===== src/design/pbd_square.sv =====
// ----------------------------------------------------------------------------
// pbd_square
// Squares of the two axis gaps and their sum, two register stages.
// ----------------------------------------------------------------------------
module pbd_square #(
    parameter int COORD_BITS = 24
) (
    input  logic                    i_clk,
    input  logic                    i_rst_n,
    input  logic                    i_valid,
    input  logic [COORD_BITS-1:0]   i_dx,
    input  logic [COORD_BITS-1:0]   i_dy,
    output logic                    o_valid,
    output logic [2*COORD_BITS:0]   o_sum
);
    localparam int C = COORD_BITS;

    logic             r_vld_d, r_vld_e;
    logic [2*C-1:0]   r_sqx, r_sqy;
    logic [2*C:0]     r_sum;

    always_ff @(posedge i_clk) begin
        if (!i_rst_n) begin
            r_vld_d <= 1'b0;
            r_vld_e <= 1'b0;
        end else begin
            r_vld_d <= i_valid;
            r_vld_e <= r_vld_d;
        end
    end

    always_ff @(posedge i_clk) begin
        r_sqx <= (2*C)'(i_dx) * (2*C)'(i_dx);
        r_sqy <= (2*C)'(i_dy) * (2*C)'(i_dy);
        r_sum <= (2*C+1)'(r_sqx) + (2*C+1)'(r_sqy);
    end

    assign o_valid = r_vld_e;
    assign o_sum   = r_sum;

endmodule


===== config.mk =====
export PLATFORM = sky130hd
export DESIGN_NAME = pbd_square
export DESIGN_NICKNAME = d
export VERILOG_FILES = /design/src/design/pbd_square.sv
export SDC_FILE = /design/constraint.sdc
export NUM_CORES = 2
export LEC_CHECK = 0
export BUFFER_PORTS_ARGS = -buffer_cell sky130_fd_sc_hd__buf_2
export CAP_MARGIN = 30
export CORE_MARGIN = 4
export CORE_UTILIZATION = 55
export DETAILED_ROUTE_END_ITERATION = 6
export PLACE_DENSITY = 0.7
export SYNTH_ARGS = -nofsm -noshare
export SYNTH_HDL_FRONTEND = slang
export SYNTH_SLANG_ARGS = --single-unit

===== constraint.sdc =====
create_clock -name i_clk -period 18 [get_ports i_clk]
set_input_delay 4.5 -clock i_clk [delete_from_list [all_inputs] [get_ports i_clk]]
set_output_delay 4.5 -clock i_clk [all_outputs]
set_load 0.03 [all_outputs]

==> results.yml <==
place:
  port_buffers: 100
  dp_cells: 4912
  place.gp.congestion: 0.903
  post-dp-hpwl_um: 67200
  place_area_um2: 38800
timing:
  slew_viol_final: 0
  slew_headroom_pct: 57.3
  fmax_mhz: 86.8
  clock_skew_ns: 0.0112
  rsz0062_at_grt: "no"
  setup_viol: 0
  finalCritPeriodShare_pct: 64.0
  hold_violations: 0
  tightest_slew_ns: 0.640
  tns_ns: 0
  finalCriticalPeriod_ns: 11.52
synth:
  synth_top_area_share_pct: 44.8
  ys_ff_latch: 145
  ys_async_sr_fraction_pct: 0
  synth_ff_type: "dfxtp_1"
  yosysMostFrequentCell: "inv_1"
  ys_warn_count: 0
  synth.yosys.seq_area_share_pct: 7.70
  synth_area_um2: 37700
  ys_types: 82
  synth_nets: 5353
  synth_area_leader_cell: "fa_1"
  synth.top_cells.by_count: "1189 x inv_1, 843 x fa_1, 395 x ha_1"
  ys_top_cells_by_area: "fa_1 45%, ha_1 13%, inv_1 12%"
  synth_area_per_cell_um2: 9.28
  synth_edf_count: 0
  syn-instance-count: 4064
layout:
  area_delta_synth_final_pct: 4.38
  stdcell_count: 4945
  drive_above_1_share_pct: 4.13
  final_area_um2: 39400
  nets: 5347
worst_setup_path:
  r2r_slack_ns: 14.79
  cp.arrival_ns: 11.84
  critPathMaxFanout: 25
  worstReg2RegStart: "r_sqx[3]$_DFF_P_"
  worstPathRequired_ns: 18.32
  r2r_cells: 10
  start_kind: "input port"
  critPathKind: "in -> reg"
  reg2reg_to: "o_sum[46]$_DFF_P_"
  critPathCaptureType: "flip-flop"
floorplan:
  ios: 101
  die-area_um2: 72800
  core_area_um2: 67500
  die_h_um: 270
  start_util_pct: 55.8
  fp.dieW_um: 270
  rows: 95
clock_network:
  cts_root_buffer: "clkbuf_16"
  hold_buffers: 0
  cts_sinks: 145
  clockBufferDepth: 2
  clk_latency_ns: 0.43
  htreeDepth: 4
  cts_setup_buffers: 0
  clkTransAtPathRegs_ns: 0.07
  ctsResizeCount: 0
  cts_buffers: 17
  cts_tree: "built"
drt:
  vias: 25826
  ant_nets: 0
  post_drt_wl_per_cell_um: 16.4
  drc: 0
  drtIter0Drc: 1358
  dr.pass1.iters: 6
  vias_per_cell: 5.22
  drt_wl_total_um: 81000
status:
  status: "complete, no violations"
global_route:
  grt_pass1_wl_um: 139000
  grt_pass1_vias: 28215
  overflow: 0
  grt.total_usage_pct: 23.3
  antenna_found_initial: 2
  grt_max_degree: 26
worst_hold_path:
  hold_class: "reg -> reg"
  worstHoldStart: "r_vld_d$_SDFF_PN0_"
  whs_endpoint: "o_valid$_SDFF_PN0_"
  min_delay_path_depth: 1
flow_run:
  cap_violations: 0
==> metal layers <==
layer	wire length [um]	GRT usage [%]	share of wire (%)	vias to the layer above
met2	40500	40.8	50	602
li1	-	-	-	12015
met4	1860	5.21	2.3	0
met3	3570	2.74	4.4	130
met5	0	0	0	-
met1	35100	31.5	43	13079
==> worst max-delay path: stages <==
cell	delay (ns)
buf_2	0.50
and2_1	0.27
inv_1	0.07
fa_1	0.54
inv_1	0.05
fa_1	0.47
inv_1	0.05
fa_1	0.51
fa_1	0.52
inv_1	0.05
fa_1	0.49
fa_1	0.56
inv_1	0.07
fa_1	0.48
inv_1	0.04
ha_1	0.42
nand4_1	0.19
or2_2	0.34
a2111oi_1	0.51
or3b_4	0.29
a41oi_4	0.15
o31a_4	0.39
o21ai_0	0.16
a21oi_1	0.10
xnor2_1	0.12
==> state kept, by name, summed over array words and instances, names as in the netlist <==
signal	count
r_vld_d	1
o_valid	1
r_sqx	47
o_sum	49
r_sqy	47
==> cell families after synthesis <==
logic type,Yosys count,synth area share (%)
buf+inv,1314,13.2
mux,4,0.113
xor+xnor,145,3.37
flops,145,7.70
simple gates,829,10.7
compound gates,389,7.03
fa+ha+maj,1238,57.9
==> cell type report <==
type	instances	area [um^2]
multi-input combinational	2605	29800
fill	5969	28200
inverter	1189	4460
sequential	145	2900
tap	873	1090
timing repair buffer	100	500
clock buffer	18	429
clock inverter	14	148
antenna	1	2.50
==> placed cells by master, fill, tap and decap left out, types with 6 or more instances in the layout <==
master / instances
inv_1: 1189
fa_1: 843
ha_1: 395
nand2_1: 386
and2_1: 233
dfxtp_1: 145
a21oi_1: 124
buf_2: 100
xnor2_1: 89
a21o_1: 86
nor2_1: 75
xor2_1: 56
o21ai_0: 47
nand3_1: 31
nor2b_1: 24
o21bai_1: 19
nand4_1: 17
clkbuf_16: 17
nor3_1: 14
a31oi_1: 13
o21a_1: 11
a211oi_1: 11
and3_1: 11
o31ai_1: 9
and4_1: 7
nand2b_1: 6
o211ai_1: 6
==> per-stage QoR <==
stage	setup WS [ns]	util, %	hold WS (ns)
6_report	6.48	58.3	0.445
5_1_grt	6.18	58.3	0.468
2_1_floorplan	6.93	-	0.412
3_3_place_gp	6.20	57.4	0.429
3_5_place_dp	6.05	57.4	0.433
4_1_cts	6.52	58.3	0.452
==> how the worst max path moves through the flow <==
stage / startpoint / to / slack (ns) / cells past startpoint
2_1_floorplan: i_dy[17] / r_sqy[45]$_DFF_P_ / 6.93 / 25
3_3_place_gp: i_dx[19] / r_sqx[47]$_DFF_P_ / 6.20 / 25
3_5_place_dp: i_dx[14] / r_sqx[47]$_DFF_P_ / 6.05 / 25
4_1_cts: i_dx[14] / r_sqx[47]$_DFF_P_ / 6.52 / 25
5_1_grt: i_dx[17] / r_sqx[47]$_DFF_P_ / 6.18 / 24
6_report: i_dx[14] / r_sqx[47]$_DFF_P_ / 6.48 / 25
Power is not shown: default switching activity piles up to over one toggle a cycle in this logic, so the estimate is an artifact.
