===== config.mk =====
export PLATFORM = sky130hd
export DESIGN_NAME = pbd_sqrt
export DESIGN_NICKNAME = d
export VERILOG_FILES = /design/src/design/pbd_sqrt.sv
export SDC_FILE = /design/constraint.sdc
export NUM_CORES = 2
export LEC_CHECK = 0
export ABC_AREA = 1
export BUFFER_PORTS_ARGS = -buffer_cell sky130_fd_sc_hd__buf_2
export CORE_MARGIN = 1
export CORE_UTILIZATION = 45
export CTS_BUF_LIST = sky130_fd_sc_hd__clkbuf_4 sky130_fd_sc_hd__clkbuf_8
export DETAILED_ROUTE_END_ITERATION = 10
export PLACE_DENSITY = 0.56
export SLEW_MARGIN = 5
export SYNTH_ARGS = -nofsm -noshare
export SYNTH_HDL_FRONTEND = slang
export SYNTH_SLANG_ARGS = --single-unit

===== constraint.sdc =====
create_clock -name i_clk -period 1.9 [get_ports i_clk]
set_input_delay 0 -clock i_clk [delete_from_list [all_inputs] [get_ports i_clk]]
set_output_delay 0 -clock i_clk [all_outputs]
set_load 0.01 [all_outputs]

===== src/design/pbd_sqrt.sv =====
// ----------------------------------------------------------------------------
// pbd_sqrt
// Pipelined integer square root, one result bit per register stage.
// ----------------------------------------------------------------------------
module pbd_sqrt #(
    parameter int COORD_BITS = 24
) (
    input  logic                    i_clk,
    input  logic                    i_rst_n,
    input  logic                    i_valid,
    input  logic [2*COORD_BITS:0]   i_radicand,
    output logic                    o_valid,
    output logic [COORD_BITS:0]     o_root
);
    localparam int R = COORD_BITS + 1;

    // Stage k holds the state after result bit R-1-k has been decided.
    logic             r_vld  [0:R-1];
    logic [R+1:0]     r_rem  [0:R-1];
    logic [R-1:0]     r_root [0:R-1];
    logic [2*R-1:0]   r_rad  [0:R-1];

    genvar k;
    generate
        for (k = 0; k < R; k++) begin : g_stage
            logic           vld_in;
            logic [R+1:0]   rem_in;
            logic [R-1:0]   root_in;
            logic [2*R-1:0] rad_in;
            logic [R+1:0]   rem_sh;
            logic [R+1:0]   trial;
            logic [R+2:0]   diff;
            logic           take;

            if (k == 0) begin : g_first
                assign vld_in  = i_valid;
                assign rem_in  = '0;
                assign root_in = '0;
                assign rad_in  = {1'b0, i_radicand};
            end else begin : g_next
                assign vld_in  = r_vld[k-1];
                assign rem_in  = r_rem[k-1];
                assign root_in = r_root[k-1];
                assign rad_in  = r_rad[k-1];
            end

            // Bring down the next two radicand bits and try root*4 + 1.
            assign rem_sh = {rem_in[R-1:0], rad_in[2*R-1 -: 2]};
            assign trial  = {root_in, 2'b01};
            assign diff   = {1'b0, rem_sh} - {1'b0, trial};
            assign take   = !diff[R+2];

            always_ff @(posedge i_clk) begin
                if (!i_rst_n) begin
                    r_vld[k] <= 1'b0;
                end else begin
                    r_vld[k] <= vld_in;
                end
            end

            always_ff @(posedge i_clk) begin
                r_rem[k]  <= take ? diff[R+1:0] : rem_sh;
                r_root[k] <= {root_in[R-2:0], take};
                r_rad[k]  <= {rad_in[2*R-3:0], 2'b00};
            end
        end
    endgenerate

    assign o_valid = r_vld[R-1];
    assign o_root  = r_root[R-1];

endmodule


==> reports/summary.txt <==
Unique cell type count in the Yosys netlist = 47
Largest net degree at the start of global routing = 25
Sequential Power Share = 36.9%
Yosys warns = 0
Run status = finished, violations left
Synthesized area per cell = 7.18 sq um
Worst setup EP type = flip-flop
Failing checks = DRC, setup timing
DR DRC count = 4
Final hold viol count = 0
Total of max-cap violations = 0
Final Cycle Share = 101%
CTS Root Cell = clkbuf_8
Gr ovfl total = 0
Synth top area share = 45.9%
Setup violators final = 5
Clock transition at path regs = 60 ps
Fin. max-slew vios = 0
Initial Util = 45.4%
Worst skew pair latency = 990 ps
CP most frequent cell = buf_4
RSZ-0062 raised after global routing = true
PortBufs = 77
Core ar. = 0.144 sq mm
Crit path launch type = flip-flop
Seq/Total Area, Yosys = 45.9%
Post-DP HPWL = 144 mm
Row cnt = 139
Synthesized Nets = 9489
Worst path arrival time = 2730 ps
Max stage delay on crit path = 460 ps
Critical-path cell with the highest stage delay = dfxtp_1
Comb power frac = 36.0%
GPL Wtd Cong = 0.930
Share of layout cells above drive strength 1 = 29.5%
All-Layer GR Usage = 25.0%
Setup Crit Path Kind = reg -> reg
Die Wd = 383 um
Pwr per Cell Area = 1280 mW/mm^2
CTS tree = done
Slew at the pin closest to its max-slew limit = 840 ps
Final setup TNS = -51.7 ps
Nets@finish = 11000
Pleak = 47.3 nW
Flops & latches, synth = 1501
VDD IR max = 0.946 mV
Initial DRC count = 3520
Min-delay worst type = in -> reg
Vias in the first global route = 56600
DR vias/cell = 4.67
Syn Inst Count = 9114
Io pins = 78
Clock power frac = 27.1%
Routed wire per std cell = 15.2 um
Cell area after synthesis = 0.0654 sq mm
CTS Buffer Depth = 3
Worst Slack Setup Final = -23.4 ps
Drt pass-1 iters = 11
Psw = 41.7 mW
Chip height = 383 um
First-pass GRT wire length = 293 mm
Post-route ant nets = 0
P_int = 74.5 mW
Crit-path max FO = 6
Drt total wl = 193 mm
WHS = 198 ps
Critical path cell sequence = ha_4 > nand2_2 > nor3_2 > buf_4 > buf_4 > a21oi_4 > nand2_8 > buf_12 > xor2_1
Max-slew headroom = 43.8%
Syn-to-layout area delta = 39.0%
Sw frac = 35.9%
H-tree depth = 4
Setup Skew = 79.5 ps
Post-place setup slack = -323 ps
CTS buffer count = 232
Routed vias = 59400
Synth top area cells = dfxtp_1 (46%), nand2_1 (18%), inv_1 (9.8%)
Worst Path Required = 2700 ps
Leading area contributor after synthesis = dfxtp_1
Achievable Freq = 0.520 GHz
Initial antenna violation count = 9
Final min period = 1920 ps
Clock Sinks = 1501
Final core occ = 63.1%
Die area = 0.147 sq mm
[flip-flops by register name (all words and copies together) (netlist names)]
signal	count
r_rem	551
r_rad	600
r_root	325
r_vld	25
[Yosys cell counts, drive strengths merged]
| cell | number |
|---|---|
| a21boi | 3 |
| a21o | 4 |
| a21oi | 292 |
| a31oi | 2 |
| and2 | 17 |
| and3 | 1 |
| buf | 74 |
| clkbuf | 11 |
| clkinv | 2 |
| conb | 1 |
| dfxtp | 1501 |
| ha | 323 |
| inv | 1734 |
| nand2 | 3195 |
| nand2b | 1 |
| nand3 | 562 |
| nand3b | 66 |
| nand4 | 138 |
| nor2 | 717 |
| nor3 | 60 |
| nor3b | 3 |
| nor4 | 8 |
| o2111ai | 1 |
| o211ai | 3 |
| o21a | 3 |
| o21ai | 158 |
| o21bai | 9 |
| o31ai | 1 |
| or2 | 18 |
| xnor2 | 39 |
| xor2 | 167 |
[stage by stage]
stage          power [mW]  cell area [sq um]  instances
2_1_floorplan        60.7              65400       9114
6_report              116              90900      12700
3_3_place_gp         75.8              75300      12000
4_1_cts               110              84600      12600
5_1_grt               124              90900      12700
3_5_place_dp         75.8              75300      12000
[placed cells by master (no fill, tap or decap), types with 34 or more instances in the layout]
cell | synthesis | routed
o21ai_1 | 19 | 46
inv_2 | 21 | 94
o21ai_0 | 139 | 96
inv_1 | 1709 | 1623
buf_2 | 15 | 77
clkinv_2 | 0 | 42
a21oi_2 | 21 | 103
nand2_1 | 3153 | 2719
nand3_1 | 555 | 480
dfxtp_2 | 0 | 235
nor3_1 | 56 | 42
nand2_4 | 4 | 92
clkbuf_4 | 0 | 44
a21oi_1 | 271 | 171
xnor2_1 | 39 | 39
nand3b_1 | 66 | 66
xor2_1 | 167 | 164
nand2_2 | 38 | 378
nand3_2 | 7 | 64
dlygate4sd3_1 | 0 | 104
nor2_4 | 12 | 62
nand4_1 | 138 | 138
buf_4 | 25 | 1080
buf_12 | 0 | 34
nor2_2 | 15 | 103
clkbuf_8 | 0 | 300
ha_1 | 323 | 86
dfxtp_1 | 1501 | 1242
nor2_1 | 690 | 552
ha_4 | 0 | 232
[path summary, 6_finish.rpt]
check	start	end	slack (ps)	cells after the start
setup / recovery	r_rem[2][184]$_DFF_P_	r_rem[2][189]$_DFF_P_	-20	9
hold reg to reg	r_rad[0][263]$_DFF_P_	r_rad[0][313]$_DFF_P_	270	0
hold / removal	i_radicand[2]	r_rad[0][2]$_DFF_P_	200	3
setup reg to reg	r_rem[2][184]$_DFF_P_	r_rem[2][189]$_DFF_P_	-20	9
[cells by family after synthesis]
family	share of synthesized area, %
AOI/OAI and AO/OA	3.86
xor gates and xnor gates	2.76
adders and majority gates	6.18
buffers and inverters	11.0
DFF	45.9
other	0.00573
and+or+nand+nor	30.2
[what timing repair did]
action                                  4_1_cts  5_1_grt
pin swaps                                    77      337
hold buffers                                104        0
endpoints found under the hold margin        74        0
cloned                                       11       23
gates resized for setup                     450     1300
endpoints found under the setup margin      432      530
buffers inserted                             47       83
[area by class of cell]
cell class                 count  area (sq um)
clock inverter                84          1170
tap                         1903          2380
fill                       12800         53100
timing repair buffer        1347         11200
timing repair inverter         3          25.0
sequential                  1501         30400
inverter                    1736          6640
multi-input combinational   5792         34600
antenna                        7          17.5
clock buffer                 344          4460
[routing by layer]
layer | wire [um] | share of wire, % | track usage [%]
met5 | 0 | 0 | 0
met4 | 5190 | 2.7 | 7.95
met3 | 8680 | 4.5 | 3.74
met2 | 89200 | 46 | 41.0
met1 | 89700 | 47 | 33.7
[power groups by stage]
stage / sequential, mW / clock (mW) / combinational (mW)
global route: 43.4 / 33.9 / 46.3
global placement: 42.4 / 0 / 33.3
floorplan: 40.0 / 0 / 20.7
finish: 42.9 / 31.5 / 41.8
CTS: 42.1 / 32.4 / 35.5
detailed placement: 42.3 / 0 / 33.5
[worst max-delay path, delay by kind of cell, from the launching register on]
| family | cells | cell delay [ps] |
|---|---|---|
| simple gates | 3 | 260 |
| xor+xnor | 1 | 140 |
| compound gates | 1 | 200 |
| fa+ha+maj | 1 | 260 |
| buf+inv | 3 | 450 |
| flops | 1 | 460 |
No activity file was read; power rests on OpenSTA's default activity.
