`src/design/pbd_pkg.sv`:
```
// ----------------------------------------------------------------------------
// pbd_pkg
// Shared types and constants for the point to box distance pipeline.
// ----------------------------------------------------------------------------
package pbd_pkg;

    // Register stages in the difference and band front end.
    localparam int PBD_FRONT_LAT  = 3;
    // Register stages in the square and sum section.
    localparam int PBD_SQUARE_LAT = 2;

    // Band membership of the point, one flag per axis.
    typedef struct packed {
        logic x_in;
        logic y_in;
    } t_band;

    // Total cycles from an accepted start to the result strobe. The root
    // section retires one result bit per stage, coord_bits + 1 stages.
    function automatic int pbd_latency(input int coord_bits);
        return PBD_FRONT_LAT + PBD_SQUARE_LAT + coord_bits + 1;
    endfunction

endpackage

```
`src/design/pbd_front.sv`:
```
// ----------------------------------------------------------------------------
// pbd_front
// Edge differences, magnitudes, band tests and the nearest gap per axis.
// ----------------------------------------------------------------------------
module pbd_front #(
    parameter int COORD_BITS = 24
) (
    input  logic                         i_clk,
    input  logic                         i_rst_n,
    input  logic                         i_valid,
    input  logic signed [COORD_BITS-1:0] i_point_x,
    input  logic signed [COORD_BITS-1:0] i_point_y,
    input  logic signed [COORD_BITS-1:0] i_rect_left,
    input  logic signed [COORD_BITS-1:0] i_rect_top,
    input  logic signed [COORD_BITS-1:0] i_rect_right,
    input  logic signed [COORD_BITS-1:0] i_rect_bottom,
    output logic                         o_valid,
    output logic [COORD_BITS-1:0]        o_dx,
    output logic [COORD_BITS-1:0]        o_dy
);
    import pbd_pkg::*;

    localparam int C = COORD_BITS;

    // Stage A: signed differences, one bit wider than the coordinates.
    logic               r_vld_a;
    logic signed [C:0]  r_dxl, r_dxr, r_dyt, r_dyb;

    // Stage B: magnitudes and band flags.
    logic               r_vld_b;
    logic [C-1:0]       r_axl, r_axr, r_ayt, r_ayb;
    t_band              r_band;
    t_band              n_band;

    // Stage C: nearest gap per axis, zero when the point lies in that band.
    logic               r_vld_c;
    logic [C-1:0]       r_dx, r_dy;

    logic signed [C:0]  n_nxl, n_nxr, n_nyt, n_nyb;

    always_ff @(posedge i_clk) begin
        if (!i_rst_n) begin
            r_vld_a <= 1'b0;
            r_vld_b <= 1'b0;
            r_vld_c <= 1'b0;
        end else begin
            r_vld_a <= i_valid;
            r_vld_b <= r_vld_a;
            r_vld_c <= r_vld_b;
        end
    end

    always_ff @(posedge i_clk) begin
        r_dxl <= (C+1)'(i_point_x) - (C+1)'(i_rect_left);
        r_dxr <= (C+1)'(i_point_x) - (C+1)'(i_rect_right);
        r_dyt <= (C+1)'(i_point_y) - (C+1)'(i_rect_top);
        r_dyb <= (C+1)'(i_point_y) - (C+1)'(i_rect_bottom);
    end

    always_comb begin
        n_nxl = -r_dxl;
        n_nxr = -r_dxr;
        n_nyt = -r_dyt;
        n_nyb = -r_dyb;
        // Inside a band means at or past the low edge and at or before the high edge.
        n_band.x_in = !r_dxl[C] && (r_dxr[C] || (r_dxr == '0));
        n_band.y_in = !r_dyt[C] && (r_dyb[C] || (r_dyb == '0));
    end

    always_ff @(posedge i_clk) begin
        r_axl  <= r_dxl[C] ? n_nxl[C-1:0] : r_dxl[C-1:0];
        r_axr  <= r_dxr[C] ? n_nxr[C-1:0] : r_dxr[C-1:0];
        r_ayt  <= r_dyt[C] ? n_nyt[C-1:0] : r_dyt[C-1:0];
        r_ayb  <= r_dyb[C] ? n_nyb[C-1:0] : r_dyb[C-1:0];
        r_band <= n_band;
    end

    always_ff @(posedge i_clk) begin
        if (r_band.x_in) begin
            r_dx <= '0;
        end else begin
            r_dx <= (r_axl < r_axr) ? r_axl : r_axr;
        end
        if (r_band.y_in) begin
            r_dy <= '0;
        end else begin
            r_dy <= (r_ayt < r_ayb) ? r_ayt : r_ayb;
        end
    end

    assign o_valid = r_vld_c;
    assign o_dx    = r_dx;
    assign o_dy    = r_dy;

endmodule

```
`config.mk`:
```
export PLATFORM = sky130hd
export DESIGN_NAME = pbd_front
export DESIGN_NICKNAME = d
export VERILOG_FILES = /design/src/design/pbd_pkg.sv /design/src/design/pbd_front.sv
export SDC_FILE = /design/constraint.sdc
export NUM_CORES = 1
export LEC_CHECK = 0
export BUFFER_PORTS_ARGS = -buffer_cell sky130_fd_sc_hd__buf_2
export CAP_MARGIN = 20
export CORE_AREA = 10 10 187 189
export DETAILED_ROUTE_END_ITERATION = 10
export DIE_AREA = 0 0 197 199
export GPL_ROUTABILITY_DRIVEN = 0
export PLACE_DENSITY = 0.66
export SYNTH_ARGS = -nofsm -noshare
export SYNTH_HDL_FRONTEND = slang
export SYNTH_SLANG_ARGS = --single-unit
```
`constraint.sdc`:
```
create_clock -name i_clk -period 2.5 [get_ports i_clk]
set_input_delay 0.5 -clock i_clk [delete_from_list [all_inputs] [get_ports i_clk]]
set_output_delay 0.5 -clock i_clk [all_outputs]
set_load 0.01 [all_outputs]
```
==> results by group <==
STA
  • Fin crit share: 98.53%
  • Worst-Margin Slew: 913.6 ps
  • Slew margin rel.: 39.01%
  • RSZ-0062 raised after global routing: true
  • Hold WS: ~180 ps
  • Clk_skew: roughly 18 ps
  • Final setup violation count: 0
  • F_max: between 0.4 and 0.5 GHz
  • Setup tns final: 0 ps
  • Final hold viol count: 0
  • Clock period minus worst slack: around 2500 ps
  • Max-slew violations: 0
  • PnR worst setup slack: roughly 37 ps

Pwr
  • Leakage: roughly 8.5 nW
  • Maximum vdd drop: 0.4923 mV
  • Power density over the cells: 941.3 nW/µm²
  • Combinational share of power: 38.2%
  • Switching pwr: approximately 0.0054 W
  • Clock share of power: a little under a quarter
  • Switching Share: between 30 and 40%
  • Sequential Power Share: about two fifths
  • Pwr Total: around 0.016 W
  • P_int: 0.01084 W

Clock tree
  • Worst-path clk slew: around 60 ps
  • Max Root-Sink Buffers: 3
  • Root buf cell: clkbuf_16
  • Htree depth: 1
  • CTS Sinks: between 200 and 250
  • CTS buffer count: 26
  • Clock Latency Late Sink: approximately 530 ps
  • CTS tree: built

Synthesis
  • Syn_nets: ~1,800
  • Post-synth EDFFs: 0
  • Cell variety after synth: 57
  • Seq/Total Area, Yosys: a little under two fifths
  • Syn_area_per_cell: 9.006 µm²
  • Yosys warns: 0
  • Mapped Area: between 10,000 and 15,000 µm²
  • Syn Inst Count: between 1,500 and 2,000
  • Synth async-reset ratio: 0%
  • Synthesis-stage register bit count: 249
  • Top_reg_cell synth: dfxtp_1

Route
  • Wire per inst: between 10 and 15 µm
  • Final ANT Viol Nets: 0
  • Number of vias in the routed layout: approximately 11,000
  • Initial DRC count: approximately 460
  • Avg Vias per Cell: 4.993
  • Pre-antenna DRT Iters: 7
  • Post-Route WL: approximately 33,000 µm
  • Drc violations: 0

Min path
  • Hold worst-path end: r_vld_a
  • HP Start: i_valid
  • Hold Crit Class: in2reg
  • Worst hold stages: 2

Setup path
  • Worst path bufs/invs: 0
  • R2r setup slk: around 37 ps
  • Critical path class: reg2reg
  • Critical-path top delay cell: or4_4
  • CP endpoint kind: register
  • Worst R2R Path Depth: 7
  • Arr. time, crit path: roughly 2900 ps
  • Critical Path Max Stage Delay: between 500 and 600 ps
  • CP dominant cell by count: or4_4
  • Worst setup SP type: register
  • Crit path cell chain: nor4_4 -> nor3b_2 -> nand2_1 -> or4_4 -> or4_4 -> o41ai_4 -> xnor2_1
  • RR Startpoint: r_dxr[3]
  • R2r endpoint: r_axr[20]
  • Critical Path RT: approximately 2900 ps
  • Delay-heaviest family, CP: simple AND/OR/NAND/NOR gates
  • Worst-path maximum fanout: 6

Placed design
  • Placed Cells: 2,220
  • PortBufs: about 200
  • HPWL after detailed placement: 27,450 µm
  • Setup Slack @ Placement: -465.1 ps

GRT
  • Vias in the first global route: 11,658
  • Total grt overflow: 0
  • Number of antenna violations at the first check in global routing: 0
  • Total global-route track usage: between 15 and 20%
  • First-pass GRT wire length: roughly 54,000 µm
  • Largest net degree at the start of global routing: 26

Cells and area
  • Most frequent cells in the layout: dfxtp_1, buf_2, inv_1
  • Final net count: roughly 2,100
  • Share of cells above drive strength 1: 23.01%
  • Synthesis-to-layout area growth: 26.82%
  • Antenna cells: 0
  • Final Instance Count excl. Fillers: 2,271
  • Most common cell after layout, fill and taps aside: dfxtp_1

Floorplanning
  • FP Rows: between 60 and 70
  • Initial Util: a little over two fifths
  • IO Count: slightly below 200
  • Chip height: 199 µm
  • Die X: ~200 µm
  • Total die area: about 40,000 µm²
  • Core box area: approximately 31,000 µm²

Outcome
  • Status: finished, final reports clean

Run
  • Max Cap Violations: 0
## cell usage after synthesis (14+ instances only)
cell	instances	area (µm²)
xor2_1	27	236.5
mux2i_1	49	490.5
inv_1	186	698.2
nor2b_1	15	93.84
o21a_1	15	112.6
a211oi_1	14	105.1
clkbuf_1	19	71.32
nand2b_1	26	162.7
nand2_1	73	274.0
nand3_1	22	110.1
xnor2_1	141	1235
a21o_1	55	412.9
a31oi_1	17	106.4
nor2_1	106	397.9
a21oi_1	79	395.4
ha_1	146	1827
dfxtp_1	249	4985
nor3_1	14	70.07
o21ai_0	76	380.4
o31ai_1	27	202.7
or4_1	17	127.6
## routing by layer
metal	part of all wire (%)	vias to the layer above	GRT usage [%]
met5	0	-	0
met4	3.1	0	6.038
met3	4.4	70	2.636
met2	50	279	30.33
met1	42	5121	18.57
li1	-	5869	-
## logic make-up after synthesis
logic type / count (synthesis) / synth area share [%]
multiplexers: 49 / 3.611
AND/OR/NAND/NOR: 327 / 11.77
XOR/XNOR: 168 / 10.83
adder cells (fa/ha/maj): 150 / 14.04
AO/OA/AOI/OAI: 355 / 17.19
flip-flops: 249 / 36.70
buffers and inverters: 210 / 5.850
## cell type report
| type | count | area [µm²] |
|---|---|---|
| Multi-Input combinational cell | 1049 | 7989 |
| Timing Repair Buffer | 339 | 2177 |
| Clock inverter | 12 | 126.4 |
| Fill cell | 2848 | 14010 |
| Clock buffer | 34 | 742.0 |
| Sequential cell | 249 | 4989 |
| Inverter | 186 | 698.2 |
| Tap cell | 402 | 503.0 |
## worst max path at each step
| stage | startpoint | end | slack [ps] | cells after the start |
|---|---|---|---|---|
| 2_1_floorplan | i_point_x[0] | r_dxr[22] | 3 | 11 |
| 6_report | r_dxr[3] | r_axr[20] | 40 | 7 |
| 3_3_place_gp | i_point_y[0] | r_dyt[18] | -410 | 13 |
| 3_5_place_dp | i_point_y[0] | r_dyt[18] | -470 | 13 |
| 5_1_grt | r_dxr[3] | r_axr[20] | -50 | 7 |
| 4_1_cts | r_dxr[4] | r_axr[20] | -7 | 7 |
## per-stage QoR
stage	util (%)	area (µm²)
after floorplan	-	13610
after global placement	51.57	16110
after detailed placement	51.57	16110
after CTS	54.43	17000
after global routing	55.15	17220
final	55.15	17220
## timing repair
action	CTS	global route
hold buffers	0	0
setup endpoints to repair	5	46
resized for setup	5	23
pin swaps	0	6
gates cloned	0	4
setup buffers	0	1
## power by group through the flow
stage | Combinational [W] | Clock (W) | Sequential, W
after floorplan | 0.00361 | 0 | 0.00618
after global placement | 0.00551 | 0 | 0.00621
after detailed placement | 0.00566 | 0 | 0.00625
after CTS | 0.00572 | 0.00392 | 0.00618
after global routing | 0.00688 | 0.00408 | 0.00636
final | 0.00619 | 0.00382 | 0.00621
## registers in the layout (all words and copies together) (netlist names), 24 cells and up
signal  flops
r_dyt      25
r_ayt      24
o_dx       24
r_ayb      24
r_dxl      25
o_dy       24
r_axr      24
r_dxr      25
r_dyb      25
r_axl      24
Power figures use the tool's default switching activity.
